## src/design/ips_psp_pkg.sv

```systemverilog
// ----------------------------------------------------------------------------
// IPS patch stream parser package
// Phase and result codes, parser state and result records, marker lookup.
// ----------------------------------------------------------------------------
package ips_psp_pkg;

	typedef enum logic [2:0] {
		PH_IDLE    = 3'd0,
		PH_MARKER  = 3'd1,
		PH_HEADER  = 3'd2,
		PH_PAYLOAD = 3'd3,
		PH_RUN     = 3'd4,
		PH_SKIP    = 3'd5
	} phase_t;

	typedef enum logic [2:0] {
		K_WRITE     = 3'd0,
		K_FILL      = 3'd1,
		K_END       = 3'd2,
		K_BADMARK   = 3'd3,
		K_TRUNC_RUN = 3'd4,
		K_TRUNC_PAY = 3'd5
	} kind_t;

	localparam int unsigned ADDR_W     = 25;
	localparam int unsigned OFFSET_W   = 24;
	localparam int unsigned LEN_W      = 16;
	localparam int unsigned POS_W      = 3;
	localparam logic [POS_W-1:0] MARKER_LEN = 3'd5;
	localparam logic [POS_W-1:0] HDR_LAST   = 3'd4;
	localparam logic [POS_W-1:0] RUN_FILL   = 3'd2;

	typedef struct packed {
		phase_t                phase;
		logic [POS_W-1:0]      pos;
		logic [OFFSET_W-1:0]   offset;
		logic [LEN_W-1:0]      length;
		logic [ADDR_W-1:0]     waddr;
		logic [LEN_W-1:0]      run_count;
	} parse_state_t;

	typedef struct packed {
		kind_t                 kind;
		logic [ADDR_W-1:0]     address;
		logic [7:0]            data;
		logic [LEN_W-1:0]      count;
		logic                  fin;
	} result_t;

	// "PATCH"
	function automatic logic [7:0] marker_byte(input logic [POS_W-1:0] idx);
		logic [7:0] b;
		unique case (idx)
			3'd0:    b = 8'h50;
			3'd1:    b = 8'h41;
			3'd2:    b = 8'h54;
			3'd3:    b = 8'h43;
			3'd4:    b = 8'h48;
			default: b = 8'h00;
		endcase
		return b;
	endfunction

endpackage

```

## src/design/ips_psp_step.sv

```systemverilog
// ----------------------------------------------------------------------------
// IPS patch stream parser step logic
// Next parser state and optional result for one stream byte.
// ----------------------------------------------------------------------------
module ips_psp_step (
	input  ips_psp_pkg::parse_state_t cur,
	input  logic                      check_marker,
	input  logic [7:0]                in_byte,
	input  logic                      in_last,
	output ips_psp_pkg::parse_state_t nxt,
	output logic                      emit,
	output ips_psp_pkg::result_t      res
);
	import ips_psp_pkg::*;

	phase_t               ph;
	logic [POS_W-1:0]     pos;
	logic [OFFSET_W-1:0]  new_off;
	logic [LEN_W-1:0]     new_len;
	logic [LEN_W-1:0]     new_rc;
	logic [LEN_W-1:0]     dec_len;

	always_comb begin
		nxt     = cur;
		emit    = 1'b0;
		res     = '{kind: K_END, address: '0, data: '0, count: '0, fin: 1'b1};
		ph      = cur.phase;
		pos     = cur.pos;
		new_off = cur.offset;
		new_len = cur.length;
		new_rc  = cur.run_count;
		dec_len = (cur.length != '0) ? cur.length - LEN_W'(1) : '0;

		// start phase is picked on the first beat of each stream
		if (ph == PH_IDLE) begin
			ph  = check_marker ? PH_MARKER : PH_HEADER;
			pos = '0;
		end
		nxt.phase = ph;
		nxt.pos   = pos;

		unique case (ph)
			PH_MARKER: begin
				if (pos >= MARKER_LEN || in_byte != marker_byte(pos)) begin
					emit     = 1'b1;
					res.kind = K_BADMARK;
					nxt.pos  = '0;
					nxt.phase = in_last ? PH_IDLE : PH_SKIP;
				end else if (pos == MARKER_LEN - POS_W'(1)) begin
					nxt.pos   = '0;
					nxt.phase = in_last ? PH_IDLE : PH_HEADER;
					emit      = in_last;
					res.kind  = K_END;
				end else begin
					nxt.pos = pos + POS_W'(1);
					if (in_last) begin
						emit      = 1'b1;
						res.kind  = K_BADMARK;
						nxt.phase = PH_IDLE;
						nxt.pos   = '0;
					end
				end
			end
			PH_HEADER: begin
				unique case (pos)
					3'd0:    new_off = {in_byte, 16'h0000};
					3'd1:    new_off = {cur.offset[23:16], in_byte, cur.offset[7:0]};
					3'd2:    new_off = {cur.offset[23:8], in_byte};
					3'd3:    new_len = {in_byte, 8'h00};
					default: new_len = {cur.length[15:8], in_byte};
				endcase
				nxt.offset = new_off;
				nxt.length = new_len;
				if (pos < HDR_LAST) begin
					nxt.pos = pos + POS_W'(1);
					if (in_last) begin
						emit      = 1'b1;
						res.kind  = K_END;
						nxt.phase = PH_IDLE;
						nxt.pos   = '0;
					end
				end else begin
					nxt.pos = '0;
					if (new_len != '0) begin
						nxt.phase = in_last ? PH_IDLE : PH_PAYLOAD;
						nxt.waddr = {1'b0, new_off};
						emit      = in_last;
						res.kind  = K_TRUNC_PAY;
					end else begin
						nxt.phase = in_last ? PH_IDLE : PH_RUN;
						emit      = in_last;
						res.kind  = K_TRUNC_RUN;
					end
				end
			end
			PH_PAYLOAD: begin
				emit = 1'b1;
				if (in_last && cur.length > LEN_W'(1)) begin
					res.kind  = K_TRUNC_PAY;
					nxt.phase = PH_IDLE;
					nxt.pos   = '0;
				end else begin
					res.kind    = K_WRITE;
					res.address = cur.waddr;
					res.data    = in_byte;
					res.count   = LEN_W'(1);
					res.fin     = in_last;
					nxt.waddr   = cur.waddr + ADDR_W'(1);
					nxt.length  = dec_len;
					if (dec_len == '0) begin
						nxt.phase = PH_HEADER;
						nxt.pos   = '0;
					end
					if (in_last) begin
						nxt.phase = PH_IDLE;
						nxt.pos   = '0;
					end
				end
			end
			PH_RUN: begin
				if (pos == 3'd0)
					new_rc = {in_byte, 8'h00};
				else if (pos == 3'd1)
					new_rc = {cur.run_count[15:8], in_byte};
				nxt.run_count = new_rc;
				if (pos < RUN_FILL) begin
					nxt.pos = pos + POS_W'(1);
					if (in_last) begin
						emit      = 1'b1;
						res.kind  = K_TRUNC_RUN;
						nxt.phase = PH_IDLE;
						nxt.pos   = '0;
					end
				end else begin
					nxt.pos   = '0;
					nxt.phase = in_last ? PH_IDLE : PH_HEADER;
					if (new_rc == '0) begin
						// empty run: nothing unless it closes the stream
						emit     = in_last;
						res.kind = K_END;
					end else begin
						emit        = 1'b1;
						res.kind    = K_FILL;
						res.address = {1'b0, cur.offset};
						res.data    = in_byte;
						res.count   = new_rc;
						res.fin     = in_last;
					end
				end
			end
			PH_SKIP: begin
				if (in_last) begin
					nxt.phase = PH_IDLE;
					nxt.pos   = '0;
				end
			end
			default: begin
				nxt.phase = PH_IDLE;
				nxt.pos   = '0;
			end
		endcase
	end

endmodule

```

## src/design/ips_patch_stream_parser.sv

```systemverilog
// ----------------------------------------------------------------------------
// IPS patch stream parser
// Turns an IPS patch byte stream into byte-write and fill-run commands and status results.
// ----------------------------------------------------------------------------
// One patch byte is taken per cycle, sustained, as long as each result is
// taken in the cycle it appears. A result held by out_ready low stalls the
// parse stage, and the input register, if empty, takes one more byte before
// in_ready drops. Each byte passes an input register, then combinational
// parse logic that updates the parser state and loads the result register
// when the parse stage advances. The rate is set by the parser state update
// loop. Each byte yields at most one result beat. check_marker is sampled on
// the first byte of each stream; write it only while the parser is idle.
module ips_patch_stream_parser (
	input  logic        clk,
	input  logic        arst_n,
	input  logic        cfg_write_en,
	input  logic        cfg_write_data,
	input  logic        in_valid,
	output logic        in_ready,
	input  logic [7:0]  in_byte,
	input  logic        in_last,
	output logic        out_valid,
	input  logic        out_ready,
	output logic [2:0]  out_kind,
	output logic [24:0] out_address,
	output logic [7:0]  out_data,
	output logic [15:0] out_count,
	output logic        out_end
);
	import ips_psp_pkg::*;

	logic         check_marker_q;
	logic         valid_s1;
	logic [7:0]   byte_s1;
	logic         last_s1;
	logic         adv_s1;
	parse_state_t state_q;
	parse_state_t state_nxt;
	logic         emit;
	result_t      res;
	logic         out_valid_q;
	result_t      res_q;

	assign adv_s1   = valid_s1 && (!out_valid_q || out_ready);
	assign in_ready = !valid_s1 || adv_s1;

	always_ff @(posedge clk or negedge arst_n) begin
		if (!arst_n) begin
			check_marker_q <= 1'b1;
		end else if (cfg_write_en) begin
			check_marker_q <= cfg_write_data;
		end
	end

	always_ff @(posedge clk or negedge arst_n) begin
		if (!arst_n) begin
			valid_s1 <= 1'b0;
		end else if (in_ready) begin
			valid_s1 <= in_valid;
		end
	end

	always_ff @(posedge clk) begin
		if (in_valid && in_ready) begin
			byte_s1 <= in_byte;
			last_s1 <= in_last;
		end
	end

	ips_psp_step u_step (
		.cur          (state_q),
		.check_marker (check_marker_q),
		.in_byte      (byte_s1),
		.in_last      (last_s1),
		.nxt          (state_nxt),
		.emit         (emit),
		.res          (res)
	);

	always_ff @(posedge clk or negedge arst_n) begin
		if (!arst_n) begin
			state_q <= '{phase: PH_IDLE, pos: '0, offset: '0, length: '0,
				waddr: '0, run_count: '0};
		end else if (adv_s1) begin
			state_q <= state_nxt;
		end
	end

	always_ff @(posedge clk or negedge arst_n) begin
		if (!arst_n) begin
			out_valid_q <= 1'b0;
		end else if (adv_s1 && emit) begin
			out_valid_q <= 1'b1;
		end else if (out_ready) begin
			out_valid_q <= 1'b0;
		end
	end

	always_ff @(posedge clk) begin
		if (adv_s1 && emit) begin
			res_q <= res;
		end
	end

	assign out_valid   = out_valid_q;
	assign out_kind    = res_q.kind;
	assign out_address = res_q.address;
	assign out_data    = res_q.data;
	assign out_count   = res_q.count;
	assign out_end     = res_q.fin;

`ifndef SYNTHESIS
	// a stalled first-stage beat is neither lost nor changed
	assert property (@(posedge clk) disable iff (!arst_n)
		valid_s1 && !adv_s1 |=> valid_s1 && $stable(byte_s1) && $stable(last_s1))
		else $error("input stage beat dropped or changed while stalled");

	// status results always close the stream
	assert property (@(posedge clk) disable iff (!arst_n)
		out_valid_q && res_q.kind != K_WRITE && res_q.kind != K_FILL |-> res_q.fin)
		else $error("status result without end flag");

	// byte writes carry a count of one, fills a nonzero count
	assert property (@(posedge clk) disable iff (!arst_n)
		out_valid_q && (res_q.kind == K_WRITE || res_q.kind == K_FILL)
		|-> res_q.count != '0 && (res_q.kind != K_WRITE || res_q.count == 16'd1))
		else $error("bad count on write or fill");

	// byte position stays inside the field of the current phase
	assert property (@(posedge clk) disable iff (!arst_n)
		(state_q.phase == PH_HEADER |-> state_q.pos <= HDR_LAST) and
		(state_q.phase == PH_RUN |-> state_q.pos <= RUN_FILL) and
		(state_q.phase == PH_MARKER |-> state_q.pos < MARKER_LEN))
		else $error("byte position out of range for phase");

	// payload phase never holds an exhausted length
	assert property (@(posedge clk) disable iff (!arst_n)
		state_q.phase == PH_PAYLOAD |-> state_q.length != '0)
		else $error("payload phase with zero length");
`endif

endmodule
```

## config.mk

```make
export PLATFORM = sky130hd
export DESIGN_NAME = ips_patch_stream_parser
export DESIGN_NICKNAME = d
export VERILOG_FILES = /design/src/design/ips_psp_pkg.sv /design/src/design/ips_psp_step.sv /design/src/design/ips_patch_stream_parser.sv
export SDC_FILE = /design/constraint.sdc
export NUM_CORES = 1
export LEC_CHECK = 0
export BUFFER_PORTS_ARGS = -buffer_cell sky130_fd_sc_hd__buf_2
export CORE_ASPECT_RATIO = 0.8
export CORE_MARGIN = 2
export CORE_UTILIZATION = 63
export CTS_BUF_LIST = sky130_fd_sc_hd__clkbuf_8
export CTS_CLUSTER_DIAMETER = 200
export DETAILED_ROUTE_END_ITERATION = 8
export PLACE_DENSITY = 0.84
export SETUP_SLACK_MARGIN = 0.02
export SYNTH_ARGS = -nofsm -noshare
export SYNTH_HDL_FRONTEND = slang
export SYNTH_HIERARCHICAL = 1
export SYNTH_SLANG_ARGS = --single-unit
```

## constraint.sdc

```tcl
create_clock -name clk -period 7.7 [get_ports clk]
set_clock_uncertainty 0.1 [all_clocks]
set_input_delay 0.77 -clock clk [delete_from_list [all_inputs] [get_ports clk]]
set_output_delay 0.77 -clock clk [all_outputs]
set_load 0.02 [all_outputs]
```

==> metrics.csv, run 1 <==
metric,value,unit
final slew viol count,0,
net switching power,1.68,mW
DRC Markers,0,
ant diodes,0,
most frequent cells in the layout,"117 x nand2_1, 89 x dfrtp_1, 68 x buf_2",
Maximum Capacitance Violations,0,
grt ovf,0,
Critical Path Fanout Max,48,
setup TNS,0,ns
"commonest non-fill, non-tap cell in the layout",nand2_1,
#FFs+latches synth,152,
CP Data Required Time,7.71,ns
cells along the critical path,or3_1 -> nand2_1 -> inv_1 -> ha_1 -> nand2_1 -> mux2i_1 -> a31oi_1 -> nand3_1 -> nand3_1 -> nand2_1 -> nor2_4 -> buf_4,
CTS root buf,clkbuf_8,
top_reg_cell synth,dfrtp_1,
Lkg Pwr,4.22,nW
Worst-Skew Late Latency,0.47,ns
Mapped Avg Cell Area,10.0,µm²
RSZ-0062 raised after global routing,false,
VDD IR-drop max,0.257,mV
Top delay family on crit path,simple AND/OR/NAND/NOR gates,
met2 Use GR,46.6,%
Post-DP HPWL,16900,µm
via count,8064,
critical path depth,12,
Final Hold Vio Count,0,
"Reg clk slew, reported paths",0.08,ns
synth warn,6,
Post-CTS Resized,0,
Sw Share,45.4,%
Clock Tree Buf Depth,2,
# hold bufs at CTS,0,
Core Region,0.0143,mm²
drt wl/cell,22.5,µm
syn_nets,945,
pin count of the biggest net entering global routing,74,
Peak Freq,0.208,GHz
Post-CTS Setup Inserts,0,
chip height,112,µm
met3 GRT Util,9.17,%
Tcrit/Tclk final,62.4,%
critical setup path kind,reg2reg,
buffer and inverter count on the worst path,2,
r2r startpoint,state_q[85]$_DFFE_PN0P_,
Port Buffers,69,
row cnt,39,
power share of the combinational group,48.4,%
Clock power frac,16.6,%
max_slew headroom,2.46,%
worst min path class,in2async,
Critical Path Sink Type,flip-flop,
GRT Util Overall,33.4,%
dpl cells,1121,
CP Launch Type,flip-flop,
die width,139,µm
area of the die,0.0157,mm²
vias per inst,6.99,
Critical R2R Capture,out_data[1]$_DFFE_PP_,
Power per Cell Area,370,mW/mm²
status,"complete, no violations",
I/O Pins,70,
gpl congestion,0.991,
initial core utilization,64.7,%
clock sinks,152,
number of global-route vias before repair,7177,
Worst Reg-to-Reg Cells,12,
cell count after synthesis,922,
CTS tree,built,
Worst path max stage delay,0.63,ns
met1 usage,49.5,%
"wirelength, routed",26000,µm
"Seq/Total Area, Yosys",44.5,%
worst slew pin tran,1.46,ns
most frequent CP cell,nand2_1,
fin cells,1153,
min Tclk post-route,4.81,ns
slowest CP cell,dfrtp_1,
Antenna Nets Post-Route,0,
GRT busiest layer,met1,
"Core Util, Final",69.9,%
Post-synth EDFFs,62,
Setup Viol. Count Final,0,
TritonCTS Buffers,17,
internal power,2.02,mW
share of layout cells above drive strength 1,23.7,%
"Cell Area, Synth",0.00925,mm²
crit path DAT,4.82,ns
Area Growth Syn to Fin,8.13,%
Seq pwr share,35.1,%
# H-tree levels,4,
first-pass GRT wire length,40600,µm
Critical Path Start,state_q[85]$_DFFE_PN0P_,
number of distinct library cells after synthesis,76,
Synth async-reset ratio,59.2,%
Nets,979,
initial antenna violation count,0,
DR pass1 iterations,6,
drt initial violations,1213,
R2R Setup Slk,2.89,ns
==> cells in the mapped netlist (6+ instances only) <==
master	instances	area share (%)
a31oi_1	13	0.88
nor2_1	54	2.2
nor2b_1	6	0.41
nor3_1	22	1.2
clkbuf_1	42	1.7
buf_6	6	0.73
nand3_1	36	1.9
o311ai_0	8	0.76
nand4_1	8	0.54
ha_1	8	1.1
a22o_1	50	4.7
and3_1	9	0.61
or3_1	9	0.61
a21oi_1	53	2.9
nand2_1	117	4.8
mux2_4	30	4.9
o211ai_1	15	1.2
o21ai_0	49	2.7
dfrtp_1	89	24
inv_1	17	0.69
a22oi_1	12	0.97
nor4_1	15	1.0
edfxtp_1	62	20
mux2_2	67	8.2
buf_2	13	0.70
and2_1	12	0.81
or4_1	6	0.49
a21o_1	7	0.57
==> worst max path at each step <==
stage                          endpoint  slack (ns)
6_report          out_data[1]$_DFFE_PP_        2.89
5_1_grt          out_count[4]$_DFFE_PP_        2.67
4_1_cts         out_count[12]$_DFFE_PP_        3.04
3_5_place_dp      out_data[1]$_DFFE_PP_        3.08
3_3_place_gp      out_kind[1]$_DFFE_PP_        3.21
2_1_floorplan  out_address[0]$_DFFE_PP_        2.33
==> routing by layer <==
layer / up-vias / routed length [µm]
met2: 588 / 10800
met1: 3845 / 10900
met3: 88 / 3290
met5: - / 0
li1: 3543 / -
met4: 0 / 975
==> layout make-up <==
| type | instances | area [µm²] |
|---|---|---|
| clock buffers | 18 | 248 |
| well taps | 184 | 230 |
| flip-flops and latches | 152 | 4120 |
| multi-input cells | 684 | 4740 |
| clock inverters | 14 | 146 |
| fillers | 1092 | 4300 |
| repair buffers | 82 | 445 |
| inverters | 19 | 71.3 |
==> cells by family after synthesis <==
| family | after synthesis | share of synthesized area (%) |
|---|---|---|
| buffers and inverters | 86 | 4.32 |
| flip-flops | 152 | 44.5 |
| AO/OA/AOI/OAI | 257 | 19.6 |
| XOR/XNOR | 7 | 0.663 |
| adder cells (fa/ha/maj) | 8 | 1.08 |
| AND/OR/NAND/NOR | 313 | 16.6 |
| multiplexers | 99 | 13.2 |
==> power groups by stage <==
stage / Combinational, mW / Clock, mW / Sequential, mW
global route: 1.90 / 0.660 / 1.32
finish: 1.79 / 0.613 / 1.29
detailed placement: 1.73 / 0 / 1.30
CTS: 1.74 / 0.620 / 1.29
floorplan: 1.31 / 0 / 1.30
global placement: 1.70 / 0 / 1.29
==> sequential cells by signal, summed over array words and instances (netlist names) <==
signal / cells
out_end: 1
byte_s1: 8
last_s1: 1
out_kind: 3
out_address: 25
out_count: 16
out_data: 8
out_valid: 1
state_q: 87
check_marker_q: 1
valid_s1: 1
==> worst reg2reg max path, stage by stage, from the launching register on <==
cell and delay [ns]:
dfrtp_1 0.63, or3_1 0.55, nand2_1 0.17, inv_1 0.08, ha_1 0.26, nand2_1 0.44
mux2i_1 0.15, a31oi_1 0.32, nand3_1 0.55, nand3_1 0.26, nand2_1 0.13, nor2_4 0.20
buf_4 0.53
==> through the flow <==
| step | hold slack (ns) | instance area [µm²] | power (mW) | worst slack, ns |
|---|---|---|---|---|
| after global routing | 0.180 | 10000 | 3.88 | 2.67 |
| after floorplan | 0.374 | 9250 | 2.61 | 2.33 |
| after global placement | 0.423 | 9600 | 2.99 | 3.21 |
| after CTS | 0.171 | 10000 | 3.64 | 3.04 |
| after detailed placement | 0.441 | 9600 | 3.03 | 3.08 |
| final | 0.165 | 10000 | 3.69 | 2.89 |
No activity file was read; power rests on OpenSTA's default activity.
==> run 2: changes to the inputs <==
--- a/config.mk
+++ b/config.mk
@@ -5,14 +5,15 @@
 export SDC_FILE = /design/constraint.sdc
 export NUM_CORES = 1
 export LEC_CHECK = 0
+export ABC_AREA = 1
 export BUFFER_PORTS_ARGS = -buffer_cell sky130_fd_sc_hd__buf_2
 export CORE_ASPECT_RATIO = 0.8
 export CORE_MARGIN = 2
-export CORE_UTILIZATION = 63
+export CORE_UTILIZATION = 57
 export CTS_BUF_LIST = sky130_fd_sc_hd__clkbuf_8
 export CTS_CLUSTER_DIAMETER = 200
 export DETAILED_ROUTE_END_ITERATION = 8
-export PLACE_DENSITY = 0.84
+export PLACE_DENSITY = 0.8
 export SETUP_SLACK_MARGIN = 0.02
 export SYNTH_ARGS = -nofsm -noshare
 export SYNTH_HDL_FRONTEND = slang
==> constraint.sdc (replaced) <==
create_clock -name clk -period 4.3 [get_ports clk]
set_clock_uncertainty 0.1 [all_clocks]
set_input_delay 0.43 -clock clk [delete_from_list [all_inputs] [get_ports clk]]
set_output_delay 0.43 -clock clk [all_outputs]
set_load 0.02 [all_outputs]
==> metrics.csv, run 2 <==
metric,value,unit
synth warn,6,
xor/xnor share of the synthesized area,1.73,%
cells along the critical path,inv_2 -> nand2_4 -> nand2_2 -> nand2_1 -> inv_2 -> nand2_1 -> o21ai_1 -> nor2_1 -> nand3_1 -> nor2_1 -> nand3_1 -> buf_4 -> nand3_2 -> nand3_1 -> inv_1 -> nor2_4 -> buf_12,
Post-CTS Resized,0,
"wirelength, routed",31600,µm
register area,0.00412,mm²
"Reg clk slew, reported paths",0.09,ns
worst min path class,in2async,
Power per Cell Area,865,mW/mm²
# hold bufs at CTS,0,
"commonest non-fill, non-tap cell in the layout",nand2_1,
CP Data Required Time,4.34,ns
Nets,1526,
CTS root buf,clkbuf_8,
pin count of the biggest net entering global routing,90,
Biggest register,state_q,
"Cell Area, Synth",0.0101,mm²
critical setup path kind,reg2reg,
Tcrit/Tclk final,84.2,%
largest area contributor in the netlist,dfrtp_1,
Core Region,0.0174,mm²
commonest cells in the netlist,"537 x nand2_1, 186 x nand3_1, 152 x inv_1, 110 x o21ai_0, 89 x dfrtp_1",
multiplexer area fraction after synthesis,0,%
worst slew pin tran,1.10,ns
Worst path max stage delay,0.44,ns
CP Launch Type,flip-flop,
drt initial violations,1550,
CTS tree,built,
clock sinks,152,
drt wl/cell,18.2,µm
Area Growth Syn to Fin,8.18,%
Post-DP HPWL,21200,µm
Synth Area in Compound Gates,10.3,%
Port Buffers,69,
Mapped Avg Cell Area,6.89,µm²
ant diodes,0,
DR pass1 iterations,6,
number of distinct library cells after synthesis,39,
Final Hold Vio Count,0,
Lkg Pwr,5.34,nW
setup TNS,0,ns
RSZ-0062 raised after global routing,false,
Critical Path Fanout Max,48,
min Tclk post-route,3.62,ns
top cell type's share of synthesized area,22.0,%
most frequent cells in the layout,"537 x nand2_1, 186 x nand3_1, 153 x inv_1",
Peak Freq,0.276,GHz
top_reg_cell synth,dfrtp_1,
area occupied by multi-input gates,0.00505,mm²
grt ovf,0,
share of layout cells above drive strength 1,9.43,%
die width,153,µm
Setup Viol. Count Final,0,
Post-Synth Simple-Gate Area,36.5,%
max reg flops,87,
largest family of logic cells by synthesized area,simple AND/OR/NAND/NOR gates,
slowest CP cell,dfrtp_1,
area of the die,0.0189,mm²
"Seq/Total Area, Yosys",40.6,%
initial core utilization,58.4,%
row cnt,43,
I/O Pins,70,
# H-tree levels,4,
Clock Tree Buf Depth,2,
DRC Markers,0,
Post-synth EDFFs,62,
Maximum Capacitance Violations,0,
TritonCTS Buffers,17,
gpl congestion,0.960,
Post-CTS Setup Inserts,0,
Worst-Skew Late Latency,0.47,ns
"Core Util, Final",63.2,%
via count,10583,
Critical Path Sink Type,flip-flop,
#FFs+latches synth,152,
synth top area cells,"dfrtp_1 22%, nand2_1 20%, edfxtp_1 18%",
initial antenna violation count,1,
max_slew headroom,26.7,%
VDD IR-drop max,0.926,mV
chip height,123,µm
cell count after synthesis,1473,
GRT Util Overall,34.0,%
most frequent CP cell,nand3_1,
status,"complete, no violations",
Top delay family on crit path,simple AND/OR/NAND/NOR gates,
Synth async-reset ratio,59.2,%
adder-cell share of the synthesized area,0.987,%
Filler Cells Inserted,1572,
final slew viol count,0,
crit path DAT,3.67,ns
syn_nets,1496,
Antenna Nets Post-Route,0,
vias per inst,6.08,
buffer and inverter count on the worst path,5,
first-pass GRT wire length,50600,µm
number of global-route vias before repair,9574,
most common cell in the netlist,nand2_1,
run 2: cell types whose count changed after synthesis, moves of 50 or more:
cell / previous run / this run
inv_1: 17 / 152
mux2_2: 67 / 0
a22o_1: 50 / 0
nand2_1: 117 / 537
nand3_1: 36 / 186
o21ai_0: 49 / 110
run 2: report_power, final:
part / internal [mW] / total, mW / switching (mW)
registers: 1.96 / 2.27 / 0.311
clock network: 0.653 / 1.25 / 0.593
logic: 1.63 / 5.98 / 4.35
total: 4.24 / 9.49 / 5.26
run 2: worst paths after layout:
kind                                         start                        end  slack [ns]  cells after the start
min in group clk                        in_byte[3]       byte_s1[3]$_DFFE_PP_        0.03                      1
hold reg to reg            state_q[60]$_DFFE_PN0P_    state_q[60]$_DFFE_PN0P_        0.37                      2
max in group asynchronous                   arst_n    state_q[44]$_DFFE_PN0P_        3.20                      2
setup / recovery           state_q[86]$_DFFE_PN0P_  out_address[23]$_DFFE_PP_        0.68                     17
hold / removal                              arst_n    state_q[67]$_DFFE_PN0P_       0.006                      1
setup reg to reg           state_q[86]$_DFFE_PN0P_  out_address[23]$_DFFE_PP_        0.68                     17
run 2: metrics by stage:
stage	worst slack [ns]	hold slack [ns]	total power [mW]	area [µm²]	instances
floorplan	0.238	0.0344	6.57	10100	1473
global placement	0.888	0.353	7.97	10500	1709
detailed placement	0.846	0.359	8.01	10500	1709
CTS	0.806	0.0184	9.26	11000	1741
global route	0.488	0.0131	10.1	11000	1741
finish	0.678	0.00617	9.49	11000	1741
run 2: cells by family (layout without fill, tap and decap cells):
group / after synthesis / in the layout
simple gates: 874 / 874
buf+inv: 233 / 276
compound gates: 186 / 186
flops: 152 / 152
xor+xnor: 20 / 20
fa+ha+maj: 8 / 8
run 2: final cells by class:
| type | count | area share (%) |
|---|---|---|
| clock buffers | 18 | 2.26 |
| clock inverters | 14 | 1.78 |
| inverters | 156 | 5.34 |
| multi-input cells | 1088 | 46.0 |
| flip-flops and latches | 152 | 37.5 |
| well taps | 225 | 2.56 |
| repair buffers | 88 | 4.58 |
run 2: per-layer routing:
metal	wire (µm)	up-vias	global-route usage, %	share of wire [%]
met4	1300	2	16.0	4.1
met2	13600	739	51.5	43
li1	-	4866	-	-
met1	13100	4867	47.1	41
met5	13	-	0	0.041
met3	3600	109	7.47	11
==> run 3: changes to the inputs <==
--- a/config.mk
+++ b/config.mk
@@ -5,7 +5,7 @@
 export SDC_FILE = /design/constraint.sdc
 export NUM_CORES = 1
 export LEC_CHECK = 0
-export ABC_AREA = 1
+export ABC_AREA = 0
 export BUFFER_PORTS_ARGS = -buffer_cell sky130_fd_sc_hd__buf_2
 export CORE_ASPECT_RATIO = 0.8
 export CORE_MARGIN = 2
==> constraint.sdc (replaced) <==
create_clock -name clk -period 2.92 [get_ports clk]
set_clock_uncertainty 0.1 [all_clocks]
set_input_delay 0.292 -clock clk [delete_from_list [all_inputs] [get_ports clk]]
set_output_delay 0.292 -clock clk [all_outputs]
set_load 0.02 [all_outputs]
==> metrics.csv, run 3 (synthesis results as in run 1) <==
metric,value,unit
status,finished with violations,
failing checks,setup timing,
Biggest register,state_q,
Area Growth Syn to Fin,35.2,%
Post-DP HPWL,19300,µm
ant diodes,0,
grt ovf,0,
CTS root buf,clkbuf_8,
min Tclk post-route,3.24,ns
clock sinks,152,
CTS tree,built,
net switching power,5.70,mW
worst slew pin tran,0.698,ns
Critical Path Fanout Max,6,
internal power,6.97,mW
Clock Tree Buf Depth,2,
Antenna Nets Post-Route,0,
DR pass1 iterations,8,
hold_ws,0.0182,ns
Worst path max stage delay,0.52,ns
Port Buffers,69,
CP Data Required Time,3.07,ns
I/O Pins,70,
"Core Util, Final",79.1,%
area of the die,0.0173,mm²
Maximum Capacitance Violations,0,
cells along the critical path,or3_4 -> nand2_4 -> inv_4 -> ha_4 -> inv_2 -> nor3_2 -> or4_4 -> a2111oi_4 -> or2_4 -> nand3_2 -> nand2_2 -> nor2_4 -> buf_12 -> clkbuf_16,
final worst slack,-0.324,ns
dpl cells,1272,
"commonest non-fill, non-tap cell in the layout",buf_4,
drt initial violations,1584,
gpl congestion,1.01,
register area,0.00412,mm²
VDD IR-drop max,0.603,mV
die width,146,µm
Clock power frac,12.8,%
CP Launch Type,flip-flop,
final slew viol count,0,
critical setup path kind,reg2reg,
Critical Path Sink Type,flip-flop,
Nets,1157,
TritonCTS Buffers,17,
drt wl/cell,24.1,µm
share of layout cells above drive strength 1,42.5,%
power share of the combinational group,61.6,%
pin count of the biggest net entering global routing,53,
row cnt,41,
Final Hold Vio Count,0,
via count,9257,
Core Region,0.0158,mm²
max reg flops,87,
"wirelength, routed",32800,µm
Power per Cell Area,1010,mW/mm²
DP Worst Slack,-0.396,ns
worst min path class,in2reg,
initial core utilization,58.5,%
crit path DAT,3.40,ns
Setup Viol. Count Final,119,
first-pass GRT wire length,46000,µm
Sw Share,45.0,%
initial antenna violation count,0,
RSZ-0062 raised after global routing,true,
most frequent cells in the layout,"132 x buf_4, 104 x nand2_1, 89 x dfrtp_1",
Filler Cells Inserted,946,
slowest CP cell,or4_4,
area occupied by multi-input gates,0.00545,mm²
number of global-route vias before repair,8345,
max_slew headroom,53.0,%
vias per inst,6.80,
Tcrit/Tclk final,111,%
Seq pwr share,25.6,%
# H-tree levels,4,
GRT Util Overall,34.2,%
Peak Freq,0.308,GHz
"Reg clk slew, reported paths",0.10,ns
chip height,118,µm
DRC Markers,0,
fin cells,1362,
Worst-Skew Late Latency,0.49,ns
Lkg Pwr,5.46,nW
==> run 3: cell count changes in the layout (fill, tap and decap cells not counted), sizes merged, moves of 17 or more <==
cell | previous run | this run
nor2 | 89 | 54
a22o | 0 | 51
o21ai | 114 | 53
inv | 159 | 23
nand2 | 545 | 119
buf | 88 | 241
nand3 | 190 | 37
nand4 | 25 | 8
a21oi | 18 | 53
mux2 | 0 | 97
==> run 3: what timing repair did <==
action | CTS | global route
pin swaps | 35 | 54
resized for setup | 101 | 117
hold endpoints to repair | 48 | 0
setup buffers | 16 | 18
endpoints found under the setup margin | 143 | 131
hold buffers | 13 | 0
gates cloned | 4 | 9
==> run 3: final cells by class <==
type	count	share of cell area [%]
clock inverters	13	0.971
well taps	215	2.15
multi-input cells	684	43.6
clock buffers	19	2.09
repair buffers	260	17.6
inverters	19	0.611
flip-flops and latches	152	32.9
==> run 3: path summary, 6_finish.rpt <==
| kind | from | end | slack, ns | cells past startpoint |
|---|---|---|---|---|
| setup / recovery | state_q[86]$_DFFE_PN0P_ | out_address[23]$_DFFE_PP_ | -0.32 | 14 |
| hold / removal | out_ready | out_valid$_DFFE_PN0P_ | 0.02 | 3 |
| setup reg to reg | state_q[86]$_DFFE_PN0P_ | out_address[23]$_DFFE_PP_ | -0.32 | 14 |
| hold reg to reg | state_q[40]$_DFFE_PN0P_ | state_q[40]$_DFFE_PN0P_ | 0.46 | 1 |
| max in group asynchronous | arst_n | state_q[38]$_DFFE_PN0P_ | 1.77 | 3 |
| min in group asynchronous | arst_n | state_q[15]$_DFFE_PN0P_ | 0.24 | 2 |
==> run 3: metal layers <==
layer | vias up | part of all wire (%) | GRT usage (%)
met1 | 4367 | 39 | 48.9
met5 | - | 0 | 0
li1 | 3895 | - | -
met4 | 0 | 5.2 | 14.2
met2 | 800 | 43 | 49.4
met3 | 195 | 13 | 9.11
==> run 3: critical path: cells and delay by family, from the launching register on <==
family | cells | cell delay, ns
adder cells (fa/ha/maj) | 1 | 0.16
AO/OA/AOI/OAI | 1 | 0.35
buffers and inverters | 4 | 0.46
AND/OR/NAND/NOR | 8 | 1.53
flip-flops | 1 | 0.40
==> run 3: power by group through the flow <==
stage          clock [mW]  combinational [mW]  sequential [mW]
4_1_cts              1.61                6.77             3.21
6_report             1.62                7.80             3.24
5_1_grt              1.71                8.13             3.30
3_3_place_gp            0                5.66             3.22
3_5_place_dp            0                5.76             3.23
2_1_floorplan           0                3.57             3.43
==> run 3: metrics by stage <==
stage | setup TNS (ns) | power (mW) | instance area, µm²
after floorplan | -45.97 | 7.00 | 9390
after global placement | -24.65 | 8.88 | 10700
after detailed placement | -30.54 | 8.99 | 10700
after CTS | -16.59 | 11.6 | 11700
after global routing | -33.62 | 13.1 | 12500
final | -23.99 | 12.7 | 12500
